**config.mk**
```make
export PLATFORM = sky130hd
export DESIGN_NAME = battery_level_monitor_flat
export DESIGN_NICKNAME = d
export VERILOG_FILES = /design/src/rtl/core/blm_pkg.sv /design/src/rtl/core/blm_if.sv /design/src/rtl/core/battery_level_monitor.sv /design/src/flat_wrapper.sv
export SDC_FILE = /design/constraint.sdc
export NUM_CORES = 1
export LEC_CHECK = 0
export BUFFER_PORTS_ARGS = -buffer_cell sky130_fd_sc_hd__buf_2
export CORE_UTILIZATION = 28
export DETAILED_ROUTE_END_ITERATION = 16
export MAX_ROUTING_LAYER = met4
export PLACE_DENSITY_LB_ADDON = 0.3
export SETUP_SLACK_MARGIN = 0.1
export SYNTH_ARGS = -nofsm -noshare
export SYNTH_HDL_FRONTEND = slang
export SYNTH_SLANG_ARGS = --single-unit
```
**constraint.sdc**
```tcl
create_clock -name clk -period 6.8 [get_ports clk]
set_input_delay 1.02 -clock clk [delete_from_list [all_inputs] [get_ports clk]]
set_output_delay 1.02 -clock clk [all_outputs]
set_load 0.02 [all_outputs]
```
**src/rtl/core/blm_pkg.sv**
```systemverilog
// ----------------------------------------------------------------------------
// Battery level monitor package
// Shared widths, constants, codes and the controller state type.
// ----------------------------------------------------------------------------
package blm_pkg;

    localparam int ADC_BITS      = 12;
    localparam int FRAC_BITS     = 8;

    localparam int MV_W          = 13;
    localparam int Q_W           = MV_W + FRAC_BITS;
    localparam int ADC_MAX       = (1 << ADC_BITS) - 1;
    localparam int FULL_SCALE_MV = 7200;

    localparam int ALPHA_W       = 9;
    localparam int ALPHA_ONE     = 256;
    localparam int ALPHA_SHIFT   = 8;

    localparam int PCT_W         = 8;
    localparam int PCT_QB        = 7;
    localparam int PCT_FULL      = 100;
    localparam int LOW_PCT       = 10;
    localparam int CRIT_PCT      = 5;

    // Shared restoring divider: scaling numerator or percent numerator.
    localparam int SCL_W         = ADC_BITS + MV_W;
    localparam int NUM_W         = Q_W + PCT_QB;
    localparam int REM_W         = (SCL_W > NUM_W) ? SCL_W : NUM_W;
    localparam int PROD_W        = Q_W + 1 + ALPHA_W;
    localparam int CNT_W         = 4;

    localparam int ADDR_W        = 4;
    localparam int DATA_W        = 32;

    typedef enum logic [1:0] {
        STAT_USB    = 2'd0,
        STAT_CRIT   = 2'd1,
        STAT_LOW    = 2'd2,
        STAT_NORMAL = 2'd3
    } status_t;

    typedef enum logic [1:0] {
        REG_ALPHA = 2'd0,
        REG_USB   = 2'd1,
        REG_EMPTY = 2'd2,
        REG_FULL  = 2'd3
    } reg_idx_t;

    typedef enum logic [2:0] {
        ST_IDLE,
        ST_SCALE,
        ST_LOAD,
        ST_EMA,
        ST_APPLY,
        ST_CLASS,
        ST_DIV,
        ST_DONE
    } blm_state_t;

endpackage

```
**src/rtl/core/blm_if.sv**
```systemverilog
// ----------------------------------------------------------------------------
// Battery level monitor channels
// Valid/ready channels for converter samples and for monitor results.
// ----------------------------------------------------------------------------
interface blm_sample_if;
    logic                          valid;
    logic                          ready;
    logic [blm_pkg::ADC_BITS-1:0]  adc_code;

    modport source (output valid, output adc_code, input ready);
    modport sink   (input valid, input adc_code, output ready);
endinterface

interface blm_result_if;
    logic                          valid;
    logic                          ready;
    logic [blm_pkg::MV_W-1:0]      smoothed_mv;
    logic                          on_usb;
    logic signed [blm_pkg::PCT_W-1:0] charge_percent;
    logic                          low_flag;
    logic                          critical_flag;
    blm_pkg::status_t              status_code;

    modport source (output valid, output smoothed_mv, output on_usb,
                    output charge_percent, output low_flag,
                    output critical_flag, output status_code, input ready);
    modport sink   (input valid, input smoothed_mv, input on_usb,
                    input charge_percent, input low_flag,
                    input critical_flag, input status_code, output ready);
endinterface

```
**src/rtl/core/battery_level_monitor.sv**
```systemverilog
// ----------------------------------------------------------------------------
// Battery level monitor
// Scales converter samples to millivolts, smooths them with an exponential
// moving average and reports USB presence, charge percent and status.
// ----------------------------------------------------------------------------
//
//   channel   direction  beat contents
//   sample    in         adc_code
//   result    out        smoothed_mv, on_usb, charge_percent, low_flag,
//                        critical_flag, status_code
//   apb       in/out     register writes and reads, always ready
//
// After a sample is accepted, the scaling divider runs in SCALE; the first
// sample then loads the average, later ones pass through the EMA multiplier
// and APPLY, and the percent divider runs in DIV only when the percent is
// interpolated; the next sample can be taken in the cycle after the result is loaded.
// A finished result waits in DONE while the sink holds the output register.
// Reset clears the average and the primed state.
//
module battery_level_monitor (
    input  logic                         clk,
    input  logic                         rst_n,
    input  logic                         psel,
    input  logic                         penable,
    input  logic                         pwrite,
    input  logic [blm_pkg::ADDR_W-1:0]   paddr,
    input  logic [blm_pkg::DATA_W-1:0]   pwdata,
    output logic [blm_pkg::DATA_W-1:0]   prdata,
    output logic                         pready,
    blm_sample_if.sink                   sample,
    blm_result_if.source                 result
);

    localparam int MV_W   = blm_pkg::MV_W;
    localparam int Q_W    = blm_pkg::Q_W;
    localparam int REM_W  = blm_pkg::REM_W;
    localparam int PROD_W = blm_pkg::PROD_W;
    localparam int CNT_W  = blm_pkg::CNT_W;
    localparam int AW     = blm_pkg::ALPHA_W;
    localparam int QB     = blm_pkg::PCT_QB;
    localparam int FB     = blm_pkg::FRAC_BITS;

    // ------------------------------------------------------------------
    // Configuration registers
    // ------------------------------------------------------------------
    logic [AW-1:0]      alpha_reg;
    logic [MV_W-1:0]    usb_thr_reg;
    logic [MV_W-1:0]    empty_reg;
    logic [MV_W-1:0]    full_reg;
    logic               cfg_write;
    blm_pkg::reg_idx_t  cfg_idx;

    assign pready    = 1'b1;
    assign cfg_write = psel && penable && pwrite && pready;
    assign cfg_idx   = blm_pkg::reg_idx_t'(paddr[3:2]);

    always_ff @(posedge clk or negedge rst_n)
    begin
        if (!rst_n)
        begin
            alpha_reg   <= AW'(26);
            usb_thr_reg <= MV_W'(4500);
            empty_reg   <= MV_W'(3000);
            full_reg    <= MV_W'(4200);
        end
        else if (cfg_write)
        begin
            case (cfg_idx)
                blm_pkg::REG_ALPHA: alpha_reg   <= pwdata[AW-1:0];
                blm_pkg::REG_USB:   usb_thr_reg <= pwdata[MV_W-1:0];
                blm_pkg::REG_EMPTY: empty_reg   <= pwdata[MV_W-1:0];
                blm_pkg::REG_FULL:  full_reg    <= pwdata[MV_W-1:0];
                default: ;
            endcase
        end
    end

    always_comb
    begin
        case (cfg_idx)
            blm_pkg::REG_ALPHA: prdata = blm_pkg::DATA_W'(alpha_reg);
            blm_pkg::REG_USB:   prdata = blm_pkg::DATA_W'(usb_thr_reg);
            blm_pkg::REG_EMPTY: prdata = blm_pkg::DATA_W'(empty_reg);
            blm_pkg::REG_FULL:  prdata = blm_pkg::DATA_W'(full_reg);
            default:            prdata = '0;
        endcase
    end

    // ------------------------------------------------------------------
    // Datapath registers
    // ------------------------------------------------------------------
    blm_pkg::blm_state_t state_reg, state_next;
    logic [CNT_W-1:0]    cnt_reg;
    logic [REM_W-1:0]    rem_reg;
    logic [REM_W-1:0]    div_reg;
    logic [MV_W-1:0]     quo_reg;
    logic [Q_W-1:0]      smooth_reg;
    logic                primed_reg;
    logic signed [PROD_W-1:0] acc_reg;
    logic signed [PROD_W-1:0] mcand_reg;
    logic [AW-1:0]       mplr_reg;
    logic                usb_reg;
    logic [QB-1:0]       pct_reg;
    logic                out_valid_reg;

    // Shared restoring divider step: one quotient bit per cycle.
    logic               step_ge;
    logic [REM_W-1:0]   rem_diff;
    logic [REM_W-1:0]   rem_step;
    logic [MV_W-1:0]    quo_step;

    assign step_ge  = (rem_reg >= div_reg);
    assign rem_diff = step_ge ? (rem_reg - div_reg) : rem_reg;
    assign rem_step = {rem_diff[REM_W-2:0], 1'b0};
    assign quo_step = {quo_reg[MV_W-2:0], step_ge};

    // Average update operands.
    logic [Q_W-1:0]         new_q;
    logic signed [Q_W:0]    delta;
    logic [AW-1:0]          alpha_sat;
    logic signed [PROD_W-1:0] acc_add;
    logic signed [PROD_W-1:0] acc_scaled;

    assign new_q      = {quo_reg, FB'(0)};
    assign delta      = $signed({1'b0, new_q}) - $signed({1'b0, smooth_reg});
    assign alpha_sat  = (alpha_reg > AW'(blm_pkg::ALPHA_ONE)) ?
                        AW'(blm_pkg::ALPHA_ONE) : alpha_reg;
    assign acc_add    = mplr_reg[0] ? (acc_reg + mcand_reg) : acc_reg;
    assign acc_scaled = acc_reg >>> blm_pkg::ALPHA_SHIFT;

    // Classification against the thresholds at full fractional precision.
    logic [Q_W-1:0]     usb_q;
    logic [Q_W-1:0]     empty_q;
    logic [Q_W-1:0]     full_q;
    logic               is_usb;
    logic               at_empty;
    logic               at_full;
    logic [Q_W-1:0]     above_empty;
    logic [MV_W-1:0]    span_mv;

    assign usb_q       = {usb_thr_reg, FB'(0)};
    assign empty_q     = {empty_reg, FB'(0)};
    assign full_q      = {full_reg, FB'(0)};
    assign is_usb      = (smooth_reg > usb_q);
    assign at_empty    = (smooth_reg <= empty_q);
    assign at_full     = (smooth_reg >= full_q);
    assign above_empty = smooth_reg - empty_q;
    assign span_mv     = full_reg - empty_reg;

    // ------------------------------------------------------------------
    // Controller
    // ------------------------------------------------------------------
    logic out_free;
    logic sample_take;
    logic last_step;

    assign out_free    = !out_valid_reg || result.ready;
    assign sample_take = sample.valid && sample.ready;
    assign last_step   = (cnt_reg == CNT_W'(1));

    always_comb
    begin
        state_next = state_reg;
        case (state_reg)
            blm_pkg::ST_IDLE:
                if (sample.valid)
                    state_next = blm_pkg::ST_SCALE;
            blm_pkg::ST_SCALE:
                if (last_step)
                    state_next = blm_pkg::ST_LOAD;
            blm_pkg::ST_LOAD:
                state_next = primed_reg ? blm_pkg::ST_EMA : blm_pkg::ST_CLASS;
            blm_pkg::ST_EMA:
                if (last_step)
                    state_next = blm_pkg::ST_APPLY;
            blm_pkg::ST_APPLY:
                state_next = blm_pkg::ST_CLASS;
            blm_pkg::ST_CLASS:
                if (is_usb || at_empty || at_full)
                    state_next = blm_pkg::ST_DONE;
                else
                    state_next = blm_pkg::ST_DIV;
            blm_pkg::ST_DIV:
                if (last_step)
                    state_next = blm_pkg::ST_DONE;
            blm_pkg::ST_DONE:
                if (out_free)
                    state_next = blm_pkg::ST_IDLE;
            default:
                state_next = blm_pkg::ST_IDLE;
        endcase
    end

    always_comb
    begin
        sample.ready = (state_reg == blm_pkg::ST_IDLE);
    end

    always_ff @(posedge clk or negedge rst_n)
    begin
        if (!rst_n)
            state_reg <= blm_pkg::ST_IDLE;
        else
            state_reg <= state_next;
    end

    always_ff @(posedge clk or negedge rst_n)
    begin
        if (!rst_n)
        begin
            smooth_reg <= '0;
            primed_reg <= 1'b0;
            cnt_reg    <= '0;
        end
        else
        begin
            case (state_reg)
                blm_pkg::ST_IDLE:
                    if (sample_take)
                        cnt_reg <= CNT_W'(MV_W);
                blm_pkg::ST_SCALE, blm_pkg::ST_EMA, blm_pkg::ST_DIV:
                    cnt_reg <= cnt_reg - CNT_W'(1);
                blm_pkg::ST_LOAD:
                begin
                    cnt_reg <= CNT_W'(AW);
                    if (!primed_reg)
                    begin
                        smooth_reg <= new_q;
                        primed_reg <= 1'b1;
                    end
                end
                blm_pkg::ST_APPLY:
                    smooth_reg <= smooth_reg + acc_scaled[Q_W-1:0];
                blm_pkg::ST_CLASS:
                    cnt_reg <= CNT_W'(QB);
                default: ;
            endcase
        end
    end

    always_ff @(posedge clk)
    begin
        case (state_reg)
            blm_pkg::ST_IDLE:
                if (sample_take)
                begin
                    rem_reg <= REM_W'(sample.adc_code) * REM_W'(blm_pkg::FULL_SCALE_MV);
                    div_reg <= REM_W'(blm_pkg::ADC_MAX) << (MV_W - 1);
                    quo_reg <= '0;
                end
            blm_pkg::ST_SCALE, blm_pkg::ST_DIV:
            begin
                rem_reg <= rem_step;
                quo_reg <= quo_step;
                if (state_reg == blm_pkg::ST_DIV && last_step)
                    pct_reg <= quo_step[QB-1:0];
            end
            blm_pkg::ST_LOAD:
            begin
                mcand_reg <= PROD_W'(delta);
                mplr_reg  <= alpha_sat;
                acc_reg   <= '0;
            end
            blm_pkg::ST_EMA:
            begin
                acc_reg   <= acc_add;
                mcand_reg <= mcand_reg <<< 1;
                mplr_reg  <= mplr_reg >> 1;
            end
            blm_pkg::ST_CLASS:
            begin
                usb_reg <= is_usb;
                pct_reg <= (!is_usb && !at_empty) ? QB'(blm_pkg::PCT_FULL) : '0;
                rem_reg <= REM_W'(above_empty) * REM_W'(blm_pkg::PCT_FULL);
                div_reg <= REM_W'(span_mv) << (FB + QB - 1);
                quo_reg <= '0;
            end
            default: ;
        endcase
    end

    // ------------------------------------------------------------------
    // Output register
    // ------------------------------------------------------------------
    logic out_load;

    assign out_load = (state_reg == blm_pkg::ST_DONE) && out_free;

    always_ff @(posedge clk or negedge rst_n)
    begin
        if (!rst_n)
            out_valid_reg <= 1'b0;
        else if (out_load)
            out_valid_reg <= 1'b1;
        else if (result.ready)
            out_valid_reg <= 1'b0;
    end

    always_ff @(posedge clk)
    begin
        if (out_load)
        begin
            result.smoothed_mv <= smooth_reg[Q_W-1:FB];
            result.on_usb      <= usb_reg;
            if (usb_reg)
            begin
                result.charge_percent <= -8'sd1;
                result.low_flag       <= 1'b0;
                result.critical_flag  <= 1'b0;
                result.status_code    <= blm_pkg::STAT_USB;
            end
            else
            begin
                result.charge_percent <= $signed({1'b0, pct_reg});
                result.low_flag       <= (pct_reg < QB'(blm_pkg::LOW_PCT));
                result.critical_flag  <= (pct_reg < QB'(blm_pkg::CRIT_PCT));
                if (pct_reg < QB'(blm_pkg::CRIT_PCT))
                    result.status_code <= blm_pkg::STAT_CRIT;
                else if (pct_reg < QB'(blm_pkg::LOW_PCT))
                    result.status_code <= blm_pkg::STAT_LOW;
                else
                    result.status_code <= blm_pkg::STAT_NORMAL;
            end
        end
    end

    assign result.valid = out_valid_reg;

    // ------------------------------------------------------------------
    // Assertions
    // ------------------------------------------------------------------
    localparam logic [Q_W-1:0] SMOOTH_MAX = {MV_W'(blm_pkg::FULL_SCALE_MV), FB'(0)};

    a_smooth_range: assert property (@(posedge clk) disable iff (!rst_n)
        primed_reg |-> smooth_reg <= SMOOTH_MAX)
        else $error("smoothed voltage exceeds full scale");

    a_primed_sticky: assert property (@(posedge clk) disable iff (!rst_n)
        !$fell(primed_reg))
        else $error("filter lost its primed state");

    a_done_delivers: assert property (@(posedge clk) disable iff (!rst_n)
        out_load |=> result.valid && state_reg == blm_pkg::ST_IDLE)
        else $error("finished result not presented");

    a_usb_fields: assert property (@(posedge clk) disable iff (!rst_n)
        result.valid && result.on_usb |->
            result.charge_percent == -8'sd1 &&
            result.status_code == blm_pkg::STAT_USB &&
            !result.low_flag && !result.critical_flag)
        else $error("inconsistent USB result");

endmodule
```
**src/flat_wrapper.sv**
```systemverilog
// flat-port wrapper written by rule: the top's interface ports become plain ports
module battery_level_monitor_flat 
  (clk, rst_n, psel, penable, pwrite, paddr, pwdata, prdata, pready, sample_valid, sample_adc_code, sample_ready, result_valid, result_smoothed_mv, result_on_usb, result_charge_percent, result_low_flag, result_critical_flag, result_status_code, result_ready);
  blm_sample_if sample_i ();
  blm_result_if result_i ();
  input  logic clk;
  input  logic rst_n;
  input  logic psel;
  input  logic penable;
  input  logic pwrite;
  input  logic [blm_pkg::ADDR_W-1:0] paddr;
  input  logic [blm_pkg::DATA_W-1:0] pwdata;
  output logic [blm_pkg::DATA_W-1:0] prdata;
  output logic pready;
  input wire logic [$bits(sample_i.valid)-1:0] sample_valid;
  input wire logic [$bits(sample_i.adc_code)-1:0] sample_adc_code;
  output wire logic [$bits(sample_i.ready)-1:0] sample_ready;
  output wire logic [$bits(result_i.valid)-1:0] result_valid;
  output wire logic [$bits(result_i.smoothed_mv)-1:0] result_smoothed_mv;
  output wire logic [$bits(result_i.on_usb)-1:0] result_on_usb;
  output wire logic [$bits(result_i.charge_percent)-1:0] result_charge_percent;
  output wire logic [$bits(result_i.low_flag)-1:0] result_low_flag;
  output wire logic [$bits(result_i.critical_flag)-1:0] result_critical_flag;
  output wire logic [$bits(result_i.status_code)-1:0] result_status_code;
  input wire logic [$bits(result_i.ready)-1:0] result_ready;
  assign sample_i.valid = sample_valid;
  assign sample_i.adc_code = sample_adc_code;
  assign sample_ready = sample_i.ready;
  assign result_valid = result_i.valid;
  assign result_smoothed_mv = result_i.smoothed_mv;
  assign result_on_usb = result_i.on_usb;
  assign result_charge_percent = result_i.charge_percent;
  assign result_low_flag = result_i.low_flag;
  assign result_critical_flag = result_i.critical_flag;
  assign result_status_code = result_i.status_code;
  assign result_i.ready = result_ready;
  battery_level_monitor u_core (.clk(clk), .rst_n(rst_n), .psel(psel), .penable(penable), .pwrite(pwrite), .paddr(paddr), .pwdata(pwdata), .prdata(prdata), .pready(pready), .sample(sample_i), .result(result_i));
endmodule
```
==> impl_metrics.env <==
export IMPL_grt_ovfl_total=0
export IMPL_synth_xor_area_share_pct=5.23
export IMPL_setup_viol=0
export IMPL_synth_area_leaders="edfxtp_1 25%, ha_1 17%, dfrtp_1 7.9%"
export IMPL_synth_fa_ha_area_share_pct=21.0
export IMPL_endpoint_kind="flip-flop"
export IMPL_async_reset_ff_share_pct=33.8
export IMPL_crit_chain="inv_1, ha_1, fa_1, nor2b_1, o21ai_1, a21boi_1, o21ai_1, nand2b_1, a21o_1, a21o_1, xnor2_1, inv_1, ha_1, ha_1, inv_1, fa_1, inv_1, ha_1, nor2b_1, nor3_1, o21ai_1, a31oi_1, mux2i_1, o21ai_1"
export IMPL_synth_area_per_cell_sq_um=9.65
export IMPL_ys_warnings_count=0
export IMPL_syn_area_sq_mm=0.0186
export IMPL_antenna_found_initial=1
export IMPL_synth_top_area_share_pct=24.7
export IMPL_r2r_slack_ns=1.48
export IMPL_multi_input_area_sq_mm=0.0111
export IMPL_cap_viol_max_count=0
export IMPL_cts_root_buf="clkbuf_16"
export IMPL_crit_path_max_incr_delay_ns=0.53
export IMPL_yosys_area_share_simple_pct=13.9
export IMPL_start_util_pct=28.3
export IMPL_cts_tree="built"
export IMPL_num_vias=14155
export IMPL_syn_to_final_growth_pct=12.5
export IMPL_die_x_um=260
export IMPL_max_clock_freq_ghz=0.188
export IMPL_max_slew_margin_pct=23.2
export IMPL_slowest_stage="fa_1"
export IMPL_crit_required_ns=7.10
export IMPL_hold_violations=0
export IMPL_synth_compound_area_share_pct=15.2
export IMPL_die_area_sq_mm=0.0675
export IMPL_slew_violations=0
export IMPL_rsz0062_at_grt="no"
export IMPL_ios=116
export IMPL_synthCells=1927
export IMPL_cts_sinks=231
export IMPL_startpoint_type="flip-flop"
export IMPL_n_antenna_cell=0
export IMPL_crit_path_max_fanout=6
export IMPL_htreeDepth=1
export IMPL_cts_buffers_inserted=28
export IMPL_dp_hpwl_um=37200
export IMPL_crit_type="flip-flop to flip-flop"
export IMPL_min_period_ns=5.32
export IMPL_portBuffers=74
export IMPL_skew_ns=0.0129
export IMPL_drive_gt1_share_pct=11.4
export IMPL_synth_distinct_cells=84
export IMPL_r2r_start="u_core.smooth_reg[8]"
export IMPL_setup_tns_ns=0
export IMPL_drt_total_wl_um=48600
export IMPL_cts_resized=0
export IMPL_hp_class="input port to asynchronous set/reset pin"
export IMPL_status="complete, no violations"
export IMPL_ys_ff_latch=231
export IMPL_wire_per_inst_um=16.9
export IMPL_cts_hold_buf=0
export IMPL_synth_area_mux_share_pct=3.50
export IMPL_viasPerCell=4.91
export IMPL_fillers=6705
export IMPL_grt_max_degree=60
export IMPL_nNetsFinal=2338
export IMPL_path_clk_slew_ns=0.07
export IMPL_core_region_area_sq_mm=0.0657
export IMPL_reg2reg_to="u_core.rem_reg[27]"
export IMPL_gp_congestion=0.857
export IMPL_drc=0
export IMPL_synth_top_family_by_area="adder cells"
export IMPL_synth_most_common_cell="ha_1"
export IMPL_worst_pin_slew_ns=1.15
export IMPL_drt_initial_drc_count=826
export IMPL_synthFlopType="edfxtp_1"
export IMPL_ff2ff_path_depth=24
export IMPL_grt_usage_pct=14.8
export IMPL_synthTopCellsByCount="252 x ha_1, 190 x inv_1, 172 x nand2_1, 153 x edfxtp_1, 120 x nor2_1"
export IMPL_clkLatencyLatePin_ns=0.57
export IMPL_drt_first_pass_iters=6
export IMPL_yosysSeqAreaShare_pct=35.3
export IMPL_rows=94
export IMPL_grt_pass1_wl_um=76900
export IMPL_drtAntennaViolNets=0
export IMPL_synth_edff_count=153
export IMPL_postCtsSetupRepairBufs=0
export IMPL_clock_path_buffers=3
export IMPL_cp_arrival_ns=5.62
export IMPL_grt_pass1_vias=14044
export IMPL_fin_crit_sh_pct=78.2
export IMPL_dieHeight_um=260
export IMPL_ff_latch_area_sq_mm=0.00657
export IMPL_synth_area_leader_cell="edfxtp_1"
-- cells in the final DEF, fill, tap and decap left out, types with 19 or more instances in the layout --
cell       count
a21o_1        40
a21oi_1      114
and2_1        22
buf_2         73
clkbuf_16     29
conb_1        20
dfrtp_1       59
dfstp_2       19
edfxtp_1     153
fa_1          37
ha_1         252
inv_1        190
mux2_2        25
nand2_1      171
nand2b_1      26
nand3_1       33
nor2_1       118
nor2b_1       26
nor3_1        34
o21a_1        22
o21ai_0       86
o21ai_1       50
xnor2_1       63
xor2_1        48
-- cell families (layout without fill, tap and decap cells) --
family,Yosys count,after routing
xor gates and xnor gates,111,111
other,2,20
adders and majority gates,290,290
buffers and inverters,262,333
DFF,231,231
and+or+nand+nor,532,532
muxes,50,50
AOI/OAI and AO/OA,449,449
-- worst max-delay path by stage --
stage                         start                  to  slack [ns]  cells past startpoint
5_1_grt        u_core.smooth_reg[8]  u_core.rem_reg[27]        1.12                     24
4_1_cts        u_core.smooth_reg[8]  u_core.rem_reg[25]        1.48                     23
3_5_place_dp   u_core.smooth_reg[8]  u_core.rem_reg[25]        1.52                     23
6_report       u_core.smooth_reg[8]  u_core.rem_reg[27]        1.48                     24
3_3_place_gp   u_core.smooth_reg[8]  u_core.rem_reg[25]        1.52                     23
2_1_floorplan    sample_adc_code[1]  u_core.rem_reg[24]        2.09                     16
-- layout make-up --
class / instances / area share, %
Multi-Input combinational cell: 1452 / 52.9
Clock buffer: 31 / 3.55
Timing Repair Buffer: 90 / 2.36
Sequential cell: 231 / 31.4
Inverter: 191 / 3.43
Clock inverter: 21 / 1.23
Tap cell: 864 / 5.17
-- layer usage --
layer  track usage [%]  part of all wire, %  routed length, um
met4              3.45                  2.2               1050
met1              18.9                   45              22000
met2              25.0                   49              23700
met3              1.70                  3.6               1760
met5                 -                    0                  0
-- through the flow --
stage | cell area (sq um) | hold slack (ns) | worst slack, ns | instances | util, %
2_1_floorplan | 18700 | 0.451 | 2.09 | 1945 | -
3_3_place_gp | 19900 | 0.494 | 1.52 | 2828 | 30.3
3_5_place_dp | 19900 | 0.495 | 1.52 | 2828 | 30.3
4_1_cts | 20900 | 0.324 | 1.48 | 2880 | 31.8
5_1_grt | 20900 | 0.333 | 1.12 | 2880 | 31.8
6_report | 20900 | 0.343 | 1.48 | 2880 | 31.8
-- critical path, delay by kind of cell, from the launching register on --
family          cells  cell delay [ns]
compound gates      8             1.25
buf+inv             4             0.42
xor+xnor            1             0.35
mux                 1             0.22
flops               1             0.42
simple gates        4             0.48
fa+ha+maj           6             1.91
Power is left out: the tool's default activity adds up to more than one toggle a clock period on the data nets, which glitch-free logic cannot reach.
